--- src/hdl/mer_pkg.sv ---
// Shared types and constants for the midpoint ellipse rasterizer.
package mer_pkg;

    localparam int CENTER_W        = 10;
    localparam int PIX_W           = 12;
    localparam int RADIUS_BITS_DEF = 9;
    localparam int APB_ADDR_W      = 4;
    localparam int APB_DATA_W      = 32;

    // Register map, index = paddr[3:2]
    typedef enum logic [1:0] {
        REG_CENTER_X = 2'd0,
        REG_CENTER_Y = 2'd1,
        REG_RADIUS_X = 2'd2,
        REG_RADIUS_Y = 2'd3
    } cfg_reg_t;

    // Position of a pixel within the four reflections of one step
    localparam logic [1:0] EMIT_FIRST = 2'd0;
    localparam logic [1:0] EMIT_LAST  = 2'd3;

    typedef enum logic [3:0] {
        OP_NONE,
        OP_INIT_SQ,
        OP_INIT_PROD,
        OP_INIT_DEC,
        OP_R2_SQ,
        OP_R2_PROD,
        OP_R2_DEC,
        OP_STEP,
        OP_DEC
    } dp_op_t;

    typedef struct packed {
        dp_op_t     op;
        logic       region2;
        logic       load;
        logic [1:0] emit_idx;
        logic       emit_done;
    } dp_cmd_t;

    typedef struct packed {
        logic slope_lt;
        logic y_zero;
        logic out_free;
    } dp_status_t;

endpackage

--- src/hdl/mer_req_if.sv ---
// Request channel: one restart/advance request per handshake.
interface mer_req_if;
    logic valid;
    logic ready;
    logic restart;

    modport source (output valid, output restart, input ready);
    modport sink   (input valid, input restart, output ready);
endinterface

--- src/hdl/mer_res_if.sv ---
// Result channel: one pixel (or done marker) per handshake.
interface mer_res_if;
    logic                            valid;
    logic                            ready;
    logic signed [mer_pkg::PIX_W-1:0] pixel_x;
    logic signed [mer_pkg::PIX_W-1:0] pixel_y;
    logic                            last;
    logic                            done_res;

    modport source (output valid, output pixel_x, output pixel_y, output last,
                    output done_res, input ready);
    modport sink   (input valid, input pixel_x, input pixel_y, input last,
                    input done_res, output ready);
endinterface

--- src/hdl/midpoint_ellipse_rasterizer.sv ---
// Top level of the midpoint ellipse rasterizer: config registers, FSM and datapath.
//
//  Channel  Dir  Handshake        Payload
//  -------  ---  ---------------  -----------------------------------------
//  req      in   valid/ready      restart (1 = new ellipse, 0 = advance)
//  res      out  valid/ready      pixel_x, pixel_y (s12), last, done_res
//  apb      in   psel/penable     center_x/y, radius_x/y (write and read)
//
//  Sequence: a request is taken only in idle. An advance runs the step and
//  decision update (S_STEP, S_DEC), then emits four pixels; entering region
//  2 first runs the multiplies S_R2_SQ, S_R2_PROD and S_R2_DEC; restart runs
//  S_INIT_SQ, S_INIT_PROD and S_INIT_DEC, then four emits; a done request
//  emits one result. Stalls on res hold the emit sequence; the output
//  register lets the next request in while the last pixel still waits.
//  Reset (rst_n, async low): idle, curve finished, all config zero.
module midpoint_ellipse_rasterizer #(
    parameter int RADIUS_BITS = mer_pkg::RADIUS_BITS_DEF
) (
    input  logic                             clk,
    input  logic                             rst_n,
    input  logic                             psel,
    input  logic                             penable,
    input  logic                             pwrite,
    input  logic [mer_pkg::APB_ADDR_W-1:0]   paddr,
    input  logic [mer_pkg::APB_DATA_W-1:0]   pwdata,
    output logic [mer_pkg::APB_DATA_W-1:0]   prdata,
    output logic                             pready,
    mer_req_if.sink                          req,
    mer_res_if.source                        res
);
    import mer_pkg::*;

    logic [CENTER_W-1:0]    center_x_reg, center_y_reg;
    logic [RADIUS_BITS-1:0] radius_x_reg, radius_y_reg;
    logic                   cfg_wr;
    cfg_reg_t               cfg_sel;

    dp_cmd_t    cmd;
    dp_status_t status;

    // Config port: write lands on the access phase, no wait states
    assign pready  = 1'b1;
    assign cfg_wr  = psel && penable && pwrite;
    assign cfg_sel = cfg_reg_t'(paddr[APB_ADDR_W-1:2]);

    always_ff @(posedge clk or negedge rst_n)
    begin
        if (!rst_n)
        begin
            center_x_reg <= '0;
            center_y_reg <= '0;
            radius_x_reg <= '0;
            radius_y_reg <= '0;
        end
        else if (cfg_wr)
        begin
            case (cfg_sel)
                REG_CENTER_X: center_x_reg <= pwdata[CENTER_W-1:0];
                REG_CENTER_Y: center_y_reg <= pwdata[CENTER_W-1:0];
                REG_RADIUS_X: radius_x_reg <= pwdata[RADIUS_BITS-1:0];
                REG_RADIUS_Y: radius_y_reg <= pwdata[RADIUS_BITS-1:0];
                default:
                begin
                end
            endcase
        end
    end

    always_comb
    begin
        case (cfg_sel)
            REG_CENTER_X: prdata = APB_DATA_W'(center_x_reg);
            REG_CENTER_Y: prdata = APB_DATA_W'(center_y_reg);
            REG_RADIUS_X: prdata = APB_DATA_W'(radius_x_reg);
            REG_RADIUS_Y: prdata = APB_DATA_W'(radius_y_reg);
            default:      prdata = '0;
        endcase
    end

    // Sequencer: decides region, step and emission order
    mer_ctrl u_ctrl (
        .clk    (clk),
        .rst_n  (rst_n),
        .req    (req),
        .status (status),
        .cmd    (cmd)
    );

    // Arithmetic and the result register; centers are read live per pixel
    mer_datapath #(
        .RADIUS_BITS (RADIUS_BITS)
    ) u_datapath (
        .clk      (clk),
        .rst_n    (rst_n),
        .cmd      (cmd),
        .center_x (center_x_reg),
        .center_y (center_y_reg),
        .radius_x (radius_x_reg),
        .radius_y (radius_y_reg),
        .status   (status),
        .res      (res)
    );

    // A taken request always starts work: the FSM leaves idle
    a_req_leaves_idle: assert property (@(posedge clk) disable iff (!rst_n)
        req.valid && req.ready |=> !req.ready)
        else $error("request accepted but controller stayed idle");

    // The result register is only loaded when it is empty or draining
    a_load_only_free: assert property (@(posedge clk) disable iff (!rst_n)
        cmd.load |-> status.out_free)
        else $error("result register overwritten while stalled");

    // A done result closes its request
    a_done_is_last: assert property (@(posedge clk) disable iff (!rst_n)
        res.valid && res.done_res |-> res.last)
        else $error("done result without last");

    // No request is taken in the middle of a four-pixel group
    a_no_req_mid_group: assert property (@(posedge clk) disable iff (!rst_n)
        cmd.load && !cmd.emit_done && cmd.emit_idx != EMIT_LAST |=> !req.ready)
        else $error("request window opened before group finished");

endmodule

--- src/hdl/mer_ctrl.sv ---
// Controller FSM: sequences setup, midpoint step and pixel emission.
module mer_ctrl (
    input  logic                clk,
    input  logic                rst_n,
    mer_req_if.sink             req,
    input  mer_pkg::dp_status_t status,
    output mer_pkg::dp_cmd_t    cmd
);
    import mer_pkg::*;

    typedef enum logic [3:0] {
        S_IDLE,
        S_INIT_SQ,
        S_INIT_PROD,
        S_INIT_DEC,
        S_R2_SQ,
        S_R2_PROD,
        S_R2_DEC,
        S_STEP,
        S_DEC,
        S_EMIT
    } state_t;

    state_t     state_reg, state_next;
    logic       fin_reg, fin_next;
    logic       r2_reg, r2_next;
    logic [1:0] cnt_reg, cnt_next;
    logic       dmode_reg, dmode_next;

    assign req.ready = (state_reg == S_IDLE);

    always_comb
    begin
        state_next = state_reg;
        fin_next   = fin_reg;
        r2_next    = r2_reg;
        cnt_next   = cnt_reg;
        dmode_next = dmode_reg;
        case (state_reg)
            S_IDLE:
            begin
                if (req.valid)
                begin
                    if (req.restart)
                    begin
                        state_next = S_INIT_SQ;
                        fin_next   = 1'b0;
                        r2_next    = 1'b0;
                    end
                    else if (fin_reg)
                    begin
                        state_next = S_EMIT;
                        dmode_next = 1'b1;
                    end
                    else if (!r2_reg && status.slope_lt)
                    begin
                        state_next = S_STEP;
                    end
                    else if (!r2_reg)
                    begin
                        state_next = S_R2_SQ;
                    end
                    else if (status.y_zero)
                    begin
                        fin_next   = 1'b1;
                        state_next = S_EMIT;
                        dmode_next = 1'b1;
                    end
                    else
                    begin
                        state_next = S_STEP;
                    end
                end
            end
            S_INIT_SQ:   state_next = S_INIT_PROD;
            S_INIT_PROD: state_next = S_INIT_DEC;
            S_INIT_DEC:
            begin
                state_next = S_EMIT;
                dmode_next = 1'b0;
            end
            S_R2_SQ:     state_next = S_R2_PROD;
            S_R2_PROD:   state_next = S_R2_DEC;
            S_R2_DEC:
            begin
                r2_next = 1'b1;
                if (status.y_zero)
                begin
                    fin_next   = 1'b1;
                    state_next = S_EMIT;
                    dmode_next = 1'b1;
                end
                else
                begin
                    state_next = S_STEP;
                end
            end
            S_STEP:      state_next = S_DEC;
            S_DEC:
            begin
                state_next = S_EMIT;
                dmode_next = 1'b0;
            end
            S_EMIT:
            begin
                if (status.out_free)
                begin
                    if (dmode_reg || cnt_reg == EMIT_LAST)
                    begin
                        state_next = S_IDLE;
                        cnt_next   = EMIT_FIRST;
                    end
                    else
                    begin
                        cnt_next = cnt_reg + 2'd1;
                    end
                end
            end
            default:     state_next = S_IDLE;
        endcase
    end

    always_ff @(posedge clk or negedge rst_n)
    begin
        if (!rst_n)
        begin
            state_reg <= S_IDLE;
            fin_reg   <= 1'b1;
            r2_reg    <= 1'b0;
            cnt_reg   <= EMIT_FIRST;
            dmode_reg <= 1'b0;
        end
        else
        begin
            state_reg <= state_next;
            fin_reg   <= fin_next;
            r2_reg    <= r2_next;
            cnt_reg   <= cnt_next;
            dmode_reg <= dmode_next;
        end
    end

    always_comb
    begin
        case (state_reg)
            S_INIT_SQ:   cmd.op = OP_INIT_SQ;
            S_INIT_PROD: cmd.op = OP_INIT_PROD;
            S_INIT_DEC:  cmd.op = OP_INIT_DEC;
            S_R2_SQ:     cmd.op = OP_R2_SQ;
            S_R2_PROD:   cmd.op = OP_R2_PROD;
            S_R2_DEC:    cmd.op = OP_R2_DEC;
            S_STEP:      cmd.op = OP_STEP;
            S_DEC:       cmd.op = OP_DEC;
            default:     cmd.op = OP_NONE;
        endcase
        cmd.region2   = r2_reg;
        cmd.load      = (state_reg == S_EMIT) && status.out_free;
        cmd.emit_idx  = cnt_reg;
        cmd.emit_done = dmode_reg;
    end

endmodule

--- src/hdl/mer_datapath.sv ---
// Datapath: squared terms, slope terms, decision value and pixel output register.
module mer_datapath #(
    parameter int RADIUS_BITS = mer_pkg::RADIUS_BITS_DEF
) (
    input  logic                          clk,
    input  logic                          rst_n,
    input  mer_pkg::dp_cmd_t              cmd,
    input  logic [mer_pkg::CENTER_W-1:0]  center_x,
    input  logic [mer_pkg::CENTER_W-1:0]  center_y,
    input  logic [RADIUS_BITS-1:0]        radius_x,
    input  logic [RADIUS_BITS-1:0]        radius_y,
    output mer_pkg::dp_status_t           status,
    mer_res_if.source                     res
);
    import mer_pkg::*;

    localparam int OW   = RADIUS_BITS + 1;
    localparam int SQW  = 2 * RADIUS_BITS;
    localparam int SW   = 3 * RADIUS_BITS + 3;
    localparam int TXW  = OW + 1;
    localparam int TX2W = 2 * TXW;
    localparam int TYW  = OW + 1;
    localparam int TY2W = 2 * OW;
    localparam int PAW  = SQW + TX2W;
    localparam int PBW  = SQW + TY2W;
    localparam int PCW  = 2 * SQW;
    localparam int DW   = 4 * RADIUS_BITS + 6;
    localparam int XW   = (OW > PIX_W) ? OW : PIX_W;

    logic [OW-1:0]        x_reg, y_reg;
    logic signed [SW-1:0] sx_reg, sy_reg;
    logic signed [DW-1:0] d_reg;
    logic [SQW-1:0]       rxs_reg, rys_reg;
    logic [TX2W-1:0]      sqa_reg;
    logic [TY2W-1:0]      sqb_reg;
    logic [PAW-1:0]       pa_reg;
    logic [PBW-1:0]       pb_reg;
    logic [PCW-1:0]       pc_reg;
    logic                 br_reg;

    logic                    out_valid_reg;
    logic signed [PIX_W-1:0] px_reg, py_reg;
    logic                    last_reg, done_reg;

    logic [TXW-1:0]          tx;
    logic signed [TYW-1:0]   ty;
    logic signed [2*TYW-1:0] ty_sq;
    logic [SQW-1:0]          pc_opnd;
    logic [PCW-1:0]          pc_prod;
    logic [SQW-1:0]          rx_sq, ry_sq;
    logic [TX2W-1:0]         tx_sq;
    logic [PAW-1:0]          pa_prod;
    logic [PBW-1:0]          pb_prod;
    logic signed [SW-1:0]    rys2, rxs2, sx_inc, sy_dec;
    logic                    d_neg, d_pos;
    logic [SQW-1:0]          base_u;
    logic signed [SW+1:0]    term;
    logic signed [DW-1:0]    d_init, d_r2, d_upd;
    logic [XW-1:0]           cx_w, cy_w, ox_w, oy_w, pxs, pys;

    // Multipliers, one per registered product
    assign rx_sq   = radius_x * radius_x;
    assign ry_sq   = radius_y * radius_y;
    assign tx      = {x_reg, 1'b1};
    assign tx_sq   = tx * tx;
    assign ty      = $signed({1'b0, y_reg}) - TYW'(1);
    assign ty_sq   = ty * ty;
    assign pc_opnd = (cmd.op == OP_INIT_PROD) ? SQW'(radius_y) : rys_reg;
    assign pc_prod = rxs_reg * pc_opnd;
    assign pa_prod = rys_reg * sqa_reg;
    assign pb_prod = rxs_reg * sqb_reg;

    assign rys2   = $signed(SW'({rys_reg, 1'b0}));
    assign rxs2   = $signed(SW'({rxs_reg, 1'b0}));
    assign sx_inc = sx_reg + rys2;
    assign sy_dec = sy_reg - rxs2;
    assign d_neg  = d_reg[DW-1];
    assign d_pos  = !d_neg && (d_reg != '0);

    // 4*ry^2 - 4*rx^2*ry + rx^2
    assign d_init = ($signed(DW'(rys_reg)) <<< 2) - ($signed(DW'(pc_reg)) <<< 2)
                  + $signed(DW'(rxs_reg));
    // ry^2*(2x+1)^2 + 4*rx^2*(y-1)^2 - 4*rx^2*ry^2
    assign d_r2   = $signed(DW'(pa_reg)) + ($signed(DW'(pb_reg)) <<< 2)
                  - ($signed(DW'(pc_reg)) <<< 2);

    // Decision increment; br_reg tells whether the second axis also moved
    always_comb
    begin
        base_u = cmd.region2 ? rxs_reg : rys_reg;
        term   = $signed({2'b00, SW'(base_u)});
        if (cmd.region2)
        begin
            term = term - {{2{sy_reg[SW-1]}}, sy_reg};
            if (br_reg)
                term = term + {{2{sx_reg[SW-1]}}, sx_reg};
        end
        else
        begin
            term = term + {{2{sx_reg[SW-1]}}, sx_reg};
            if (br_reg)
                term = term - {{2{sy_reg[SW-1]}}, sy_reg};
        end
    end
    assign d_upd = d_reg + ($signed(DW'(term)) <<< 2);

    always_ff @(posedge clk)
    begin
        case (cmd.op)
            OP_INIT_SQ:
            begin
                rxs_reg <= rx_sq;
                rys_reg <= ry_sq;
            end
            OP_INIT_PROD:
            begin
                pc_reg <= pc_prod;
            end
            OP_INIT_DEC:
            begin
                x_reg  <= '0;
                y_reg  <= OW'(radius_y);
                sx_reg <= '0;
                sy_reg <= $signed(SW'(pc_reg) << 1);
                d_reg  <= d_init;
            end
            OP_R2_SQ:
            begin
                sqa_reg <= tx_sq;
                sqb_reg <= ty_sq[TY2W-1:0];
            end
            OP_R2_PROD:
            begin
                pa_reg <= pa_prod;
                pb_reg <= pb_prod;
                pc_reg <= pc_prod;
            end
            OP_R2_DEC:
            begin
                d_reg <= d_r2;
            end
            OP_STEP:
            begin
                if (cmd.region2)
                begin
                    y_reg  <= y_reg - OW'(1);
                    sy_reg <= sy_dec;
                    br_reg <= !d_pos;
                    if (!d_pos)
                    begin
                        x_reg  <= x_reg + OW'(1);
                        sx_reg <= sx_inc;
                    end
                end
                else
                begin
                    x_reg  <= x_reg + OW'(1);
                    sx_reg <= sx_inc;
                    br_reg <= !d_neg;
                    if (!d_neg)
                    begin
                        y_reg  <= y_reg - OW'(1);
                        sy_reg <= sy_dec;
                    end
                end
            end
            OP_DEC:
            begin
                d_reg <= d_upd;
            end
            default:
            begin
            end
        endcase
    end

    assign status.slope_lt = (sx_reg < sy_reg);
    assign status.y_zero   = (y_reg == '0);
    assign status.out_free = !out_valid_reg || res.ready;

    // Reflection: index bit 0 negates x, bit 1 negates y
    assign cx_w = XW'(center_x);
    assign cy_w = XW'(center_y);
    assign ox_w = XW'(x_reg);
    assign oy_w = XW'(y_reg);
    assign pxs  = cmd.emit_idx[0] ? (cx_w - ox_w) : (cx_w + ox_w);
    assign pys  = cmd.emit_idx[1] ? (cy_w - oy_w) : (cy_w + oy_w);

    always_ff @(posedge clk or negedge rst_n)
    begin
        if (!rst_n)
            out_valid_reg <= 1'b0;
        else if (cmd.load)
            out_valid_reg <= 1'b1;
        else if (res.ready)
            out_valid_reg <= 1'b0;
    end

    always_ff @(posedge clk)
    begin
        if (cmd.load)
        begin
            if (cmd.emit_done)
            begin
                px_reg   <= '0;
                py_reg   <= '0;
                last_reg <= 1'b1;
                done_reg <= 1'b1;
            end
            else
            begin
                px_reg   <= $signed(pxs[PIX_W-1:0]);
                py_reg   <= $signed(pys[PIX_W-1:0]);
                last_reg <= (cmd.emit_idx == EMIT_LAST);
                done_reg <= 1'b0;
            end
        end
    end

    assign res.valid    = out_valid_reg;
    assign res.pixel_x  = px_reg;
    assign res.pixel_y  = py_reg;
    assign res.last     = last_reg;
    assign res.done_res = done_reg;

endmodule
--- src/flat_wrapper.sv ---
// flat-port wrapper written by rule: the top's interface ports become plain ports
module midpoint_ellipse_rasterizer_flat import mer_pkg::*;
#(
    parameter int RADIUS_BITS = mer_pkg::RADIUS_BITS_DEF
)
  (clk, rst_n, psel, penable, pwrite, paddr, pwdata, prdata, pready, req_valid, req_restart, req_ready, res_valid, res_pixel_x, res_pixel_y, res_last, res_done_res, res_ready);
  mer_req_if req_i ();
  mer_res_if res_i ();
  input  logic clk;
  input  logic rst_n;
  input  logic psel;
  input  logic penable;
  input  logic pwrite;
  input  logic [mer_pkg::APB_ADDR_W-1:0] paddr;
  input  logic [mer_pkg::APB_DATA_W-1:0] pwdata;
  output logic [mer_pkg::APB_DATA_W-1:0] prdata;
  output logic pready;
  input wire logic [$bits(req_i.valid)-1:0] req_valid;
  input wire logic [$bits(req_i.restart)-1:0] req_restart;
  output wire logic [$bits(req_i.ready)-1:0] req_ready;
  output wire logic [$bits(res_i.valid)-1:0] res_valid;
  output wire logic [$bits(res_i.pixel_x)-1:0] res_pixel_x;
  output wire logic [$bits(res_i.pixel_y)-1:0] res_pixel_y;
  output wire logic [$bits(res_i.last)-1:0] res_last;
  output wire logic [$bits(res_i.done_res)-1:0] res_done_res;
  input wire logic [$bits(res_i.ready)-1:0] res_ready;
  assign req_i.valid = req_valid;
  assign req_i.restart = req_restart;
  assign req_ready = req_i.ready;
  assign res_valid = res_i.valid;
  assign res_pixel_x = res_i.pixel_x;
  assign res_pixel_y = res_i.pixel_y;
  assign res_last = res_i.last;
  assign res_done_res = res_i.done_res;
  assign res_i.ready = res_ready;
  midpoint_ellipse_rasterizer #(.RADIUS_BITS(RADIUS_BITS)) u_core (.clk(clk), .rst_n(rst_n), .psel(psel), .penable(penable), .pwrite(pwrite), .paddr(paddr), .pwdata(pwdata), .prdata(prdata), .pready(pready), .req(req_i), .res(res_i));
endmodule
--- config.mk ---
export PLATFORM = sky130hd
export DESIGN_NAME = midpoint_ellipse_rasterizer_flat
export DESIGN_NICKNAME = d
export VERILOG_FILES = /design/src/hdl/mer_pkg.sv /design/src/hdl/mer_req_if.sv /design/src/hdl/mer_res_if.sv /design/src/hdl/midpoint_ellipse_rasterizer.sv /design/src/hdl/mer_ctrl.sv /design/src/hdl/mer_datapath.sv /design/src/flat_wrapper.sv
export SDC_FILE = /design/constraint.sdc
export NUM_CORES = 2
export LEC_CHECK = 0
export ABC_AREA = 1
export BUFFER_PORTS_ARGS = -buffer_cell sky130_fd_sc_hd__buf_2
export CORE_AREA = 2 2 341 343
export DETAILED_ROUTE_END_ITERATION = 7
export DIE_AREA = 0 0 343 345
export PLACE_DENSITY = 0.9
export SYNTH_ARGS = -nofsm -noshare
export SYNTH_HDL_FRONTEND = slang
export SYNTH_SLANG_ARGS = --single-unit
--- constraint.sdc ---
create_clock -name clk -period 12.2 [get_ports clk]
set_clock_uncertainty 0.05 [all_clocks]
set_input_delay 0 -clock clk [delete_from_list [all_inputs] [get_ports clk]]
set_output_delay 0 -clock clk [all_outputs]
set_load 0.01 [all_outputs]
==> results.json <==
{
  "synth_seq_area_share_pct": 14.0,
  "multi_input_area_um2": 58000,
  "synth_seq_cells": 379,
  "firstDrtPassIters": 8,
  "cp.required_ns": 12.58,
  "min_period_over_period_pct": 69.5,
  "finalSetupTns_ns": 0,
  "grt_max_degree": 56,
  "yosys_warnings": 0,
  "cpMaxStageDelayCell": "nor2_1",
  "final_area_um2": 83400,
  "hold_depth": 4,
  "final_common_cell": "inv_1",
  "numCtsBuffers": 48,
  "critPathArrivalTime_ns": 8.86,
  "cts_tree": "yes",
  "setup_viol": 0,
  "first_iter_violations": 7682,
  "maxCapViolations": 0,
  "drc": 20,
  "synth_edf_count": 331,
  "endpoint_kind": "flip-flop",
  "start_kind": "flip-flop",
  "grt_usage_pct": 46.0,
  "synth_mux_area_share_pct": 0.0125,
  "hold_end": "u_core.radius_y_reg[8]",
  "wl_mm": 270,
  "routabilityCongestion": 1.16,
  "clock_sinks": 379,
  "cts_buffer_depth": 3,
  "maxSlewHeadroom_pct": 1.47,
  "coreArea_um2": 115000,
  "initial_utilization_pct": 69.3,
  "critical_path.most_common_cell": "inv_1",
  "worst_r2r_startpoint": "u_core.u_ctrl.state_reg[1]",
  "netlist_area_um2": 79800,
  "finalNetCount": 12600,
  "status": "finished, violations left",
  "boundaryPins": 105,
  "min_from": "penable",
  "violations": "design-rule violations",
  "grt_overflow_total": 0,
  "vias": 73500,
  "hold_viol": 0,
  "place_hpwl_mm": 216,
  "rr_worst_depth": 28,
  "largest_register_ff_count": 41,
  "r2r_slack_ns": 3.72,
  "drive_gt1_share_pct": 3.32,
  "clkLatencyLatePin_ns": 0.69,
  "h-tree-depth": 2,
  "die-area_um2": 118000,
  "via_per_inst": 6.04,
  "regToRegEndpoint": "u_core.u_datapath.pc_reg[27]",
  "syn_to_final_growth_pct": 4.49,
  "hp-class": "input port to flip-flop",
  "rsz0062_at_grt": "false",
  "worstMarginPinSlew_ns": 1.47,
  "grt_pass1_wl_mm": 416,
  "cpPeakStageDelay_ns": 0.85,
  "die_w_um": 343,
  "rows": 125,
  "drtAntennaViolNets": 0,
  "max_freq_ghz": 0.118,
  "synth_xor_area_share_pct": 3.24,
  "seq_area_um2": 11100,
  "syn_avg_cell_area_um2": 7.47,
  "grt_pass1_vias": 75600,
  "async_reset_ff_share_pct": 12.7,
  "synth_ff_type": "edfxtp_1",
  "place_area_um2": 81500,
  "crit_type": "flip-flop to flip-flop",
  "synth_compound_area_share_pct": 9.67,
  "die_h_um": 345,
  "mostFrequentLayoutCells": "inv_1, nand2_1, fa_1",
  "synth-adder-area-share_pct": 39.9,
  "wl_per_cell_um": 22.2,
  "slew_viol_final": 0,
  "fin_crit_ns": 8.48,
  "num-fill-cells": 8784,
  "synth_cells": 10700,
  "cts.clk_slew.worst_paths_ns": 0.06,
  "synth_cell_types": 61,
  "synth_top_family_by_area": "adder cells",
  "io_buffers": 57,
  "antenna_found_initial": 6,
  "synth-simple-area-share_pct": 19.6,
  "root_buffer": "clkbuf_16",
  "crit_path_max_fanout": 18
}
==> worst max path at each step <==
stage | cells after the start | startpoint | endpoint
finish | 28 | u_core.u_ctrl.state_reg[1] | u_core.u_datapath.pc_reg[27]
global route | 36 | u_core.u_ctrl.r2_reg | u_core.u_datapath.d_reg[26]
CTS | 25 | u_core.u_ctrl.state_reg[1] | u_core.u_datapath.pc_reg[33]
detailed placement | 25 | u_core.u_ctrl.state_reg[1] | u_core.u_datapath.pc_reg[35]
global placement | 25 | u_core.u_ctrl.state_reg[1] | u_core.u_datapath.pc_reg[35]
floorplan | 30 | u_core.u_ctrl.state_reg[3] | u_core.u_datapath.pc_reg[27]
==> synth_stat cells (4+ instances only) <==
cell / number / area, um^2
a21boi_0: 17 / 128
a21o_1: 42 / 315
a21oi_1: 596 / 2980
a221oi_1: 7 / 61.3
a31o_2: 4 / 35.0
a31oi_1: 58 / 363
and2_1: 9 / 56.3
and3_1: 11 / 68.8
buf_1: 12 / 45.0
buf_4: 23 / 173
clkbuf_1: 277 / 1040
dfrtp_1: 47 / 1180
edfxtp_1: 331 / 9940
fa_1: 1043 / 20900
ha_1: 876 / 11000
inv_1: 2533 / 9510
inv_2: 14 / 52.6
nand2_1: 2433 / 9130
nand2_2: 25 / 156
nand3_1: 339 / 1700
nand3b_1: 16 / 120
nand4_1: 90 / 563
nor2_1: 711 / 2670
nor2_2: 19 / 119
nor2_4: 9 / 101
nor3_1: 79 / 395
nor3_2: 6 / 60.1
nor4_1: 31 / 194
o2111ai_1: 13 / 114
o211ai_1: 30 / 225
o21a_1: 22 / 165
o21ai_0: 520 / 2600
o21ai_1: 7 / 35.0
o21bai_1: 35 / 263
o221ai_1: 10 / 87.6
o22ai_1: 5 / 31.3
o31ai_1: 14 / 105
or2_2: 40 / 250
xnor2_1: 108 / 946
xor2_1: 187 / 1640
==> layer usage <==
metal / track usage, % / vias up / share of wire, % / wire length, um
li1: - / 32700 / - / -
met1: 55.5 / 34800 / 35 / 94500
met2: 73.0 / 4598 / 45 / 121000
met3: 9.34 / 1298 / 11 / 29600
met4: 34.0 / 8 / 9.1 / 24500
met5: 0 / - / 0.020 / 53
==> logic make-up after synthesis <==
logic type / after synthesis
AO/OA/AOI/OAI: 1402
XOR/XNOR: 295
adder cells (fa/ha/maj): 1919
buffers and inverters: 2863
flip-flops: 379
multiplexers: 1
other: 2
AND/OR/NAND/NOR: 3826
==> metrics by stage <==
step	std cells	worst slack [ns]	utilization [%]	hold slack [ns]
after global routing	12200	3.23	72.4	0.184
after CTS	12200	4.03	72.4	0.0893
final	12200	3.72	72.4	0.131
after global placement	12100	4.10	70.8	0.0995
after floorplan	10700	5.68	-	-0.346
after detailed placement	12100	4.07	70.8	0.112
==> area by class of cell <==
type | count | area share (%)
multi-input combinational | 7469 | 69.5
tap | 1524 | 2.29
timing repair buffer | 153 | 1.25
clock inverter | 36 | 0.615
sequential | 379 | 13.4
inverter | 2550 | 11.5
clock buffer | 53 | 1.46
antenna | 5 | 0.0150
==> critical path, delay by kind of cell (launching register included) <==
family,cells,cell delay [ns]
adders and majority gates,7,3.00
and+or+nand+nor,10,2.66
buffers and inverters,7,1.32
AOI/OAI and AO/OA,3,0.72
DFF,1,0.39
xor gates and xnor gates,1,0.06
==> timing repair <==
action | 4_1_cts | 5_1_grt
gates resized for setup | 0 | 0
buffers inserted | 0 | 0
endpoints found under the hold margin | 93 | 0
setup endpoints to repair | 0 | 0
hold buffers | 16 | 0
Power is left out: the tool's default activity adds up to more than one toggle a clock period on the data nets, which glitch-free logic cannot reach.
